`config.mk`:
```
export PLATFORM = sky130hd
export DESIGN_NAME = pmsr_frame
export DESIGN_NICKNAME = d
export VERILOG_FILES = /design/src/hw/rtl/pmsr_pkg.sv /design/src/hw/rtl/pmsr_frame.sv
export SDC_FILE = /design/constraint.sdc
export NUM_CORES = 1
export LEC_CHECK = 0
export BUFFER_PORTS_ARGS = -buffer_cell sky130_fd_sc_hd__buf_4
export CAP_MARGIN = 10
export CELL_PAD_IN_SITES_DETAIL_PLACEMENT = 1
export CELL_PAD_IN_SITES_GLOBAL_PLACEMENT = 1
export CORE_ASPECT_RATIO = 0.7
export CORE_UTILIZATION = 29
export CTS_CLUSTER_DIAMETER = 30
export CTS_CLUSTER_SIZE = 12
export DETAILED_ROUTE_END_ITERATION = 10
export PLACE_DENSITY = 0.59
export SLEW_MARGIN = 20
export SYNTH_ARGS = -nofsm -noshare
export SYNTH_HDL_FRONTEND = slang
export SYNTH_SLANG_ARGS = --single-unit
```
`constraint.sdc`:
```
create_clock -name clk -period 2.3 [get_ports clk]
set_clock_uncertainty 0.15 [all_clocks]
set_input_delay 0.115 -clock clk [delete_from_list [all_inputs] [get_ports clk]]
set_output_delay 0.115 -clock clk [all_outputs]
set_load 0.005 [all_outputs]
```
`src/hw/rtl/pmsr_pkg.sv`:
```
`default_nettype none

package pmsr_pkg;

  typedef enum logic [1:0] {
    OP_REQUEST = 2'd0,
    OP_BYTE    = 2'd1,
    OP_TIMEOUT = 2'd2,
    OP_NONE    = 2'd3
  } opcode_t;

  typedef enum logic [1:0] {
    ST_OK        = 2'd0,
    ST_BAD_HDR   = 2'd1,
    ST_BAD_SUM   = 2'd2,
    ST_TIMEOUT   = 2'd3
  } status_t;

  localparam logic [3:0] FRAME_LEN     = 4'd9;
  localparam logic [3:0] SUM_LAST      = 4'd7;
  localparam logic [3:0] CHECK_POS     = 4'd8;
  localparam logic [3:0] PAYLOAD_FIRST = 4'd2;
  localparam logic [7:0] FRAME_HEADER  = 8'hFF;
  localparam logic [3:0] LIMIT_RESET   = 4'd2;

  // Outcome of the closing byte of a frame.
  typedef struct packed {
    logic        done;
    logic        hdr_bad;
    logic        sum_bad;
    logic [47:0] payload;
  } frame_res_t;

endpackage

`default_nettype wire

```
`src/hw/rtl/pmsr_frame.sv`:
```
`default_nettype none

module pmsr_frame (
  input  wire logic                clk,
  input  wire logic                rst,
  input  wire logic                accept,
  input  wire pmsr_pkg::opcode_t   opcode,
  input  wire logic [7:0]          rx_byte,
  output pmsr_pkg::frame_res_t     res
);

  logic [3:0]  byte_position;
  logic [7:0]  running_sum;
  logic        header_good;
  logic [47:0] payload_bytes;

  logic        byte_take;
  logic [7:0]  sum_check;

  assign byte_take = accept && (opcode == pmsr_pkg::OP_BYTE) &&
                     (byte_position < pmsr_pkg::FRAME_LEN);

  // The check byte is good when it brings the running sum back to zero.
  assign sum_check = running_sum + rx_byte;

  always_comb begin
    res.done    = byte_take && (byte_position == pmsr_pkg::CHECK_POS);
    res.hdr_bad = !header_good;
    res.sum_bad = (sum_check != 8'd0);
    res.payload = payload_bytes;
  end

  always_ff @(posedge clk) begin
    if (rst) begin
      byte_position <= pmsr_pkg::FRAME_LEN;
      running_sum   <= 8'd0;
      header_good   <= 1'b0;
      payload_bytes <= 48'd0;
    end else if (accept) begin
      unique case (opcode)
        pmsr_pkg::OP_REQUEST: begin
          byte_position <= 4'd0;
          running_sum   <= 8'd0;
          header_good   <= 1'b0;
          payload_bytes <= 48'd0;
        end
        pmsr_pkg::OP_TIMEOUT: begin
          byte_position <= pmsr_pkg::FRAME_LEN;
        end
        pmsr_pkg::OP_BYTE: begin
          if (byte_take) begin
            if (byte_position == 4'd0) begin
              header_good <= (rx_byte == pmsr_pkg::FRAME_HEADER);
            end else if (byte_position <= pmsr_pkg::SUM_LAST) begin
              running_sum <= sum_check;
              if (byte_position >= pmsr_pkg::PAYLOAD_FIRST) begin
                payload_bytes <= {payload_bytes[39:0], rx_byte};
              end
            end
            if (byte_position == pmsr_pkg::CHECK_POS) begin
              byte_position <= pmsr_pkg::FRAME_LEN;
            end else begin
              byte_position <= byte_position + 4'd1;
            end
          end
        end
        pmsr_pkg::OP_NONE: begin
        end
        default: begin
        end
      endcase
    end
  end

endmodule

`default_nettype wire

```
**After elaboration in Yosys (flattened, before gate mapping)**

Index checks and enable logic that the tools add are counted.
W data, S select, Z words.

- Add/sub/neg operators: 2
- $lt $le $gt $ge: 3
- Equality and inequality tests: 9
- Muxes and demuxes: 15
- Reduce and logical (&&, ||, !) cells: 13

Operators by type and width:

| kind | number |
|---|---|
| $mux W48 | 4 |
| $pmux W48 S2 | 1 |
| $mux W8 | 3 |
| $pmux W8 S2 | 1 |
| $pmux W4 S3 | 1 |
| $add A8 B8 Y8 | 1 |
| $eq A8 B8 Y1 const B | 1 |
| $mux W4 | 2 |
| $reduce_bool A8 Y1 | 1 |
| $ne A2 B1 Y1 const B | 3 |
| $reduce_and A6 Y1 | 1 |
| $reduce_and A5 Y1 | 1 |
| $add A4 B1 Y4 const B | 1 |
| $eq A4 B4 Y1 const B | 1 |
| $ge A4 B2 Y1 const B | 1 |
| $le A4 B3 Y1 const B | 1 |
| $logic_not A4 Y1 | 1 |
| $lt A4 B4 Y1 const B | 1 |
| $ne A2 B2 Y1 const B | 2 |
| $reduce_and A4 Y1 | 1 |
| $logic_and A1 B1 Y1 | 3 |
| $reduce_and A3 Y1 | 1 |
| $reduce_bool A3 Y1 | 1 |
| $eq A2 B1 Y1 const B | 1 |
| 6 further kinds | 7 |

- Bits in registers: 61
- Input bits: 13
- Output and inout port bits: 51
- Word-level logic and storage cells: 46

**Longest topological paths before layout**

- Depth in word-level cells: 6
- Mapped depth: 10
- Gate-level depth less buffers: 7

**Least setup slack after synthesis**

No wires, ideal clock.

- Path kind: register -> output
- From: reg running_sum[0]
- To: out res[48] in the netlist's numbering
- Arrival: 1.668 ns
- Setup slack: 0.367 ns
- Stages on the path, launching flop included: 7
- Buffers on the path: 0
- Cell sequence: dfxtp_1 ha_1 fa_1 and3_1 o21a_1 a311oi_1 nand4_1

RTL lines:

| element | RTL line | text |
|---|---|---|
| from (decl) | pmsr_frame.sv:13 | `logic [7:0] running_sum;` |
| from (signal assigned) | pmsr_frame.sv:55 | `running_sum <= sum_check;` |
| to (decl) | pmsr_frame.sv:9 | `output pmsr_pkg::frame_res_t res` |

==> summary.txt <==
Finish
  – Most frequent cells in the layout: 71 x buf_4, 60 x dfxtp_1, 53 x nand2_1
  – FF/Latch Area: between 1000 and 1500 µm²
  – Commonest non-fill, non-tap cell in the layout: buf_4
  – Finished Layout Cells: ~550
  – # nets final: 440
  – Antenna diode count: 0
  – Multi-input logic area: between 1500 and 2000 µm²
  – Area Growth Syn to Fin: 34.1%
  – Fill cells: about 1.1k
  – Share of cells above drive strength 1: roughly a third

Worst setup path
  – Critical path's top delay family: simple AND/OR/NAND/NOR gates
  – R2R depth: 8
  – FF-to-FF setup slack: about 0.17 ns
  – Critical Path Start: running_sum[0]
  – Worst path max stage delay: roughly 0.38 ns
  – Worst R2R Start: byte_position[0]
  – CP Cell Sequence: ha_4, fa_2, xor2_2, or3_4, nor3_4, nand4_1, buf_4
  – Crit-path max FO: 2
  – Setup CP Type: flip-flop to output pin
  – WP data required: ~2.0 ns
  – Buffers plus inverters on the worst setup path: 1
  – CP arrival: between 2 and 2.5 ns
  – Startpoint types: flip-flop
  – CP endpoint kind: output pin
  – R2R Path End: payload_bytes[3]
  – Worst path slowest cell: or3_4

Routing
  – DRC errors left: 0
  – Starting DRT DRC Count: about 130
  – DR vias: ~2.7k
  – ANT nets after route: 0
  – Avg Vias per Cell: about 5.0
  – Detailed Route WL: 8600 µm
  – First-pass DRT Iterations: 4
  – Wire per inst: roughly 16 µm

Global route
  – All-layer global routing usage: approximately 17%
  – Largest net degree at the start of global routing: 49
  – Initial antenna violation count: 0
  – First-pass GRT wire length: 14,300 µm
  – Grt total ovfl: 0
  – Via count of the first global-routing pass: between 2k and 3k

Placement
  – Port Buf Inserts: 63
  – Pre-CTS setup slack: 0.0560 ns
  – DP HPWL: approximately 5900 µm
  – Final GP Congestion: roughly 0.82
  – Inst Count DP: 518

Clock network
  – Clock latency on the worst-skew pair: 0.33 ns
  – CTS Buffer Depth: 2
  – CTS buffer count: 9
  – Clock slew at reported path FFs: 0.05 ns
  – TritonCTS clock tree: yes
  – H-tree depth: 3
  – CTS root buffer: clkbuf_16
  – CTS Sinks: between 60 and 70

Yosys
  – Simple-gate portion of the synthesized area: 25.0%
  – Register area share after synthesis: approximately two fifths
  – Syn Nets: roughly 370
  – Distinct cells, synth: 44
  – Synth Area in Adders: 6.48%
  – Synth Area in Compound Gates: a little under a fifth
  – Main combinational cell family by area after synthesis: simple AND/OR/NAND/NOR gates
  – Top-area cell type share of the netlist area: ~40%
  – Post-Syn Area: 3010 µm²
  – Post-Syn Instances: approximately 340
  – Biggest area consumer among synthesized cells: dfxtp_1
  – Top cells by area, synth: dfxtp_1 41%, nand3_2 7.0%, nand2_1 6.6%, a21oi_1 6.5%, ha_1 5.8%
  – Multiplexer area fraction after synthesis: 0.332%
  – Xor/xnor share of the synthesized area: about 1.7%
  – Syn_area_per_cell: around 9 µm²
  – Yosys warning total: 0
  – Synth Register Bits: between 60 and 70

Power and ir drop
  – PD cells: around 650 nW/µm²
  – Net Switching: between 0.0006 and 0.0007 W
  – Worst ir drop on vdd: 305 µV
  – LEAKAGE: between 1 and 1.5 nW
  – Clk pwr share: between 40% and 50%
  – Internal power: 0.00200 W
  – Design Power: between 0.002 and 0.003 W
  – Switching Share: a little under a quarter
  – Sequential share of power: approximately two fifths
  – Gate power share: around 9%

Timing
  – PnR worst setup slack: -0.154 ns
  – RSZ-0062 raised after global routing: true
  – Worst hold slack: 0.0463 ns
  – Worst-margin pin slew: ~0.6 ns
  – Max Slew Vio Count: 0
  – Minimum clock period: ~2.5 ns
  – Tcrit/Tclk final: 107%
  – Final setup viols: 1
  – Fmax: 408 MHz
  – Final hold viol count: 0
  – Max_slew headroom: between 50% and 60%

Floorplan
  – Initial Util: between 30% and 40%
  – DIE AREA: approximately 11,000 µm²
  – FP Rows: 30
  – DIE WIDTH: approximately 120 µm
  – Ports: 64
  – Chip Height: between 80 and 90 µm
  – Core Area: 9910 µm²

Worst hold path
  – Min-Delay Path Depth: 4
  – Hold Crit Endpoint: running_sum[0]
  – Hold Crit Class: primary input to flip-flop
  – Worst min-delay path startpoint: rx_byte[0]

Status
  – Failing checks: setup timing
  – Run status: finished, violations left

Run
  – Max cap viols: 0
## metrics by stage
stage	utilization [%]	setup TNS (ns)	instance area, µm²
6_report	40.8	-0.154	4040
5_1_grt	40.8	-0.246	4040
4_1_cts	40.4	-0.139	4010
3_5_place_dp	36.1	0	3580
3_3_place_gp	36.1	0	3580
2_1_floorplan	-	0	3010
## cells by family (layout without fill, tap and decap cells)
group           Yosys count  count (layout)
xor+xnor                  6               6
fa+ha+maj                15              15
simple gates            139             139
buf+inv                  37             110
compound gates           85              85
flops                    61              61
mux                       1               1
## repair_timing
action | CTS | global route
buffers inserted | 1 | 2
pin swaps | 5 | 5
endpoints found under the setup margin | 1 | 1
resized for setup | 10 | 3
hold endpoints to repair | 8 | 0
hold buffers | 8 | 0
## sequential cells by signal, summed over array words and instances, names as in the netlist
| name | flops |
|---|---|
| byte_position | 4 |
| payload_bytes | 48 |
| running_sum | 8 |
| header_good | 1 |
## worst reg2reg max path, delay by kind of cell (launching register included)
family | cells | cell delay [ns]
compound gates | 2 | 0.40
buf+inv | 2 | 0.29
fa+ha+maj | 1 | 0.24
simple gates | 3 | 0.56
flops | 1 | 0.41
## cell usage after synthesis, drive strengths merged
library cell,n
nor2b,3
o21bai,1
dfxtp,61
a31o,1
a21oi,58
mux2i,1
xnor2,3
a211oi,1
nand2,53
nand3,53
o31ai,1
nand3b,1
and3,3
nand2b,3
nor4,1
buf,16
nand4,3
clkbuf,9
nor3,6
a21boi,4
a311o,1
o32ai,3
or3,1
nor2,11
inv,12
xor2,3
a41oi,2
a21o,1
fa,1
ha,14
and2,1
o21a,1
o21ai,6
a311oi,2
a31oi,3
## power groups by stage
stage                     registers, W  clock network, W  logic [W]
after detailed placement       0.00110                 0   0.000214
final                          0.00108           0.00130   0.000236
after global routing           0.00108           0.00139   0.000261
after CTS                      0.00107           0.00134   0.000232
after floorplan                0.00109                 0   0.000148
after global placement         0.00110                 0   0.000211
## final cells by class
type / count / area share, %
inverters: 12 / 1.11
flip-flops and latches: 61 / 30.3
repair buffers: 82 / 16.7
multi-input cells: 246 / 40.8
clock buffers: 16 / 7.22
well taps: 128 / 3.96
## metal layers
layer / GRT usage [%] / part of all wire, % / routed length (µm) / vias to the layer above
met4: 5.04 / 0.88 / 76 / 0
met2: 26.7 / 45 / 3850 / 56
met5: 0 / 0 / 0 / -
met3: 7.59 / 7.4 / 634 / 8
li1: - / - / - / 1339
met1: 22.0 / 47 / 4040 / 1322
## worst max-delay path by stage
stage / slack (ns) / to / cells past startpoint
after global routing: -0.25 / res[48] / 7
after floorplan: 0.37 / res[48] / 6
final: -0.15 / res[48] / 7
after detailed placement: 0.06 / res[48] / 7
after global placement: 0.09 / res[48] / 7
after CTS: -0.14 / res[48] / 7
(Power assumes the default switching activity.)
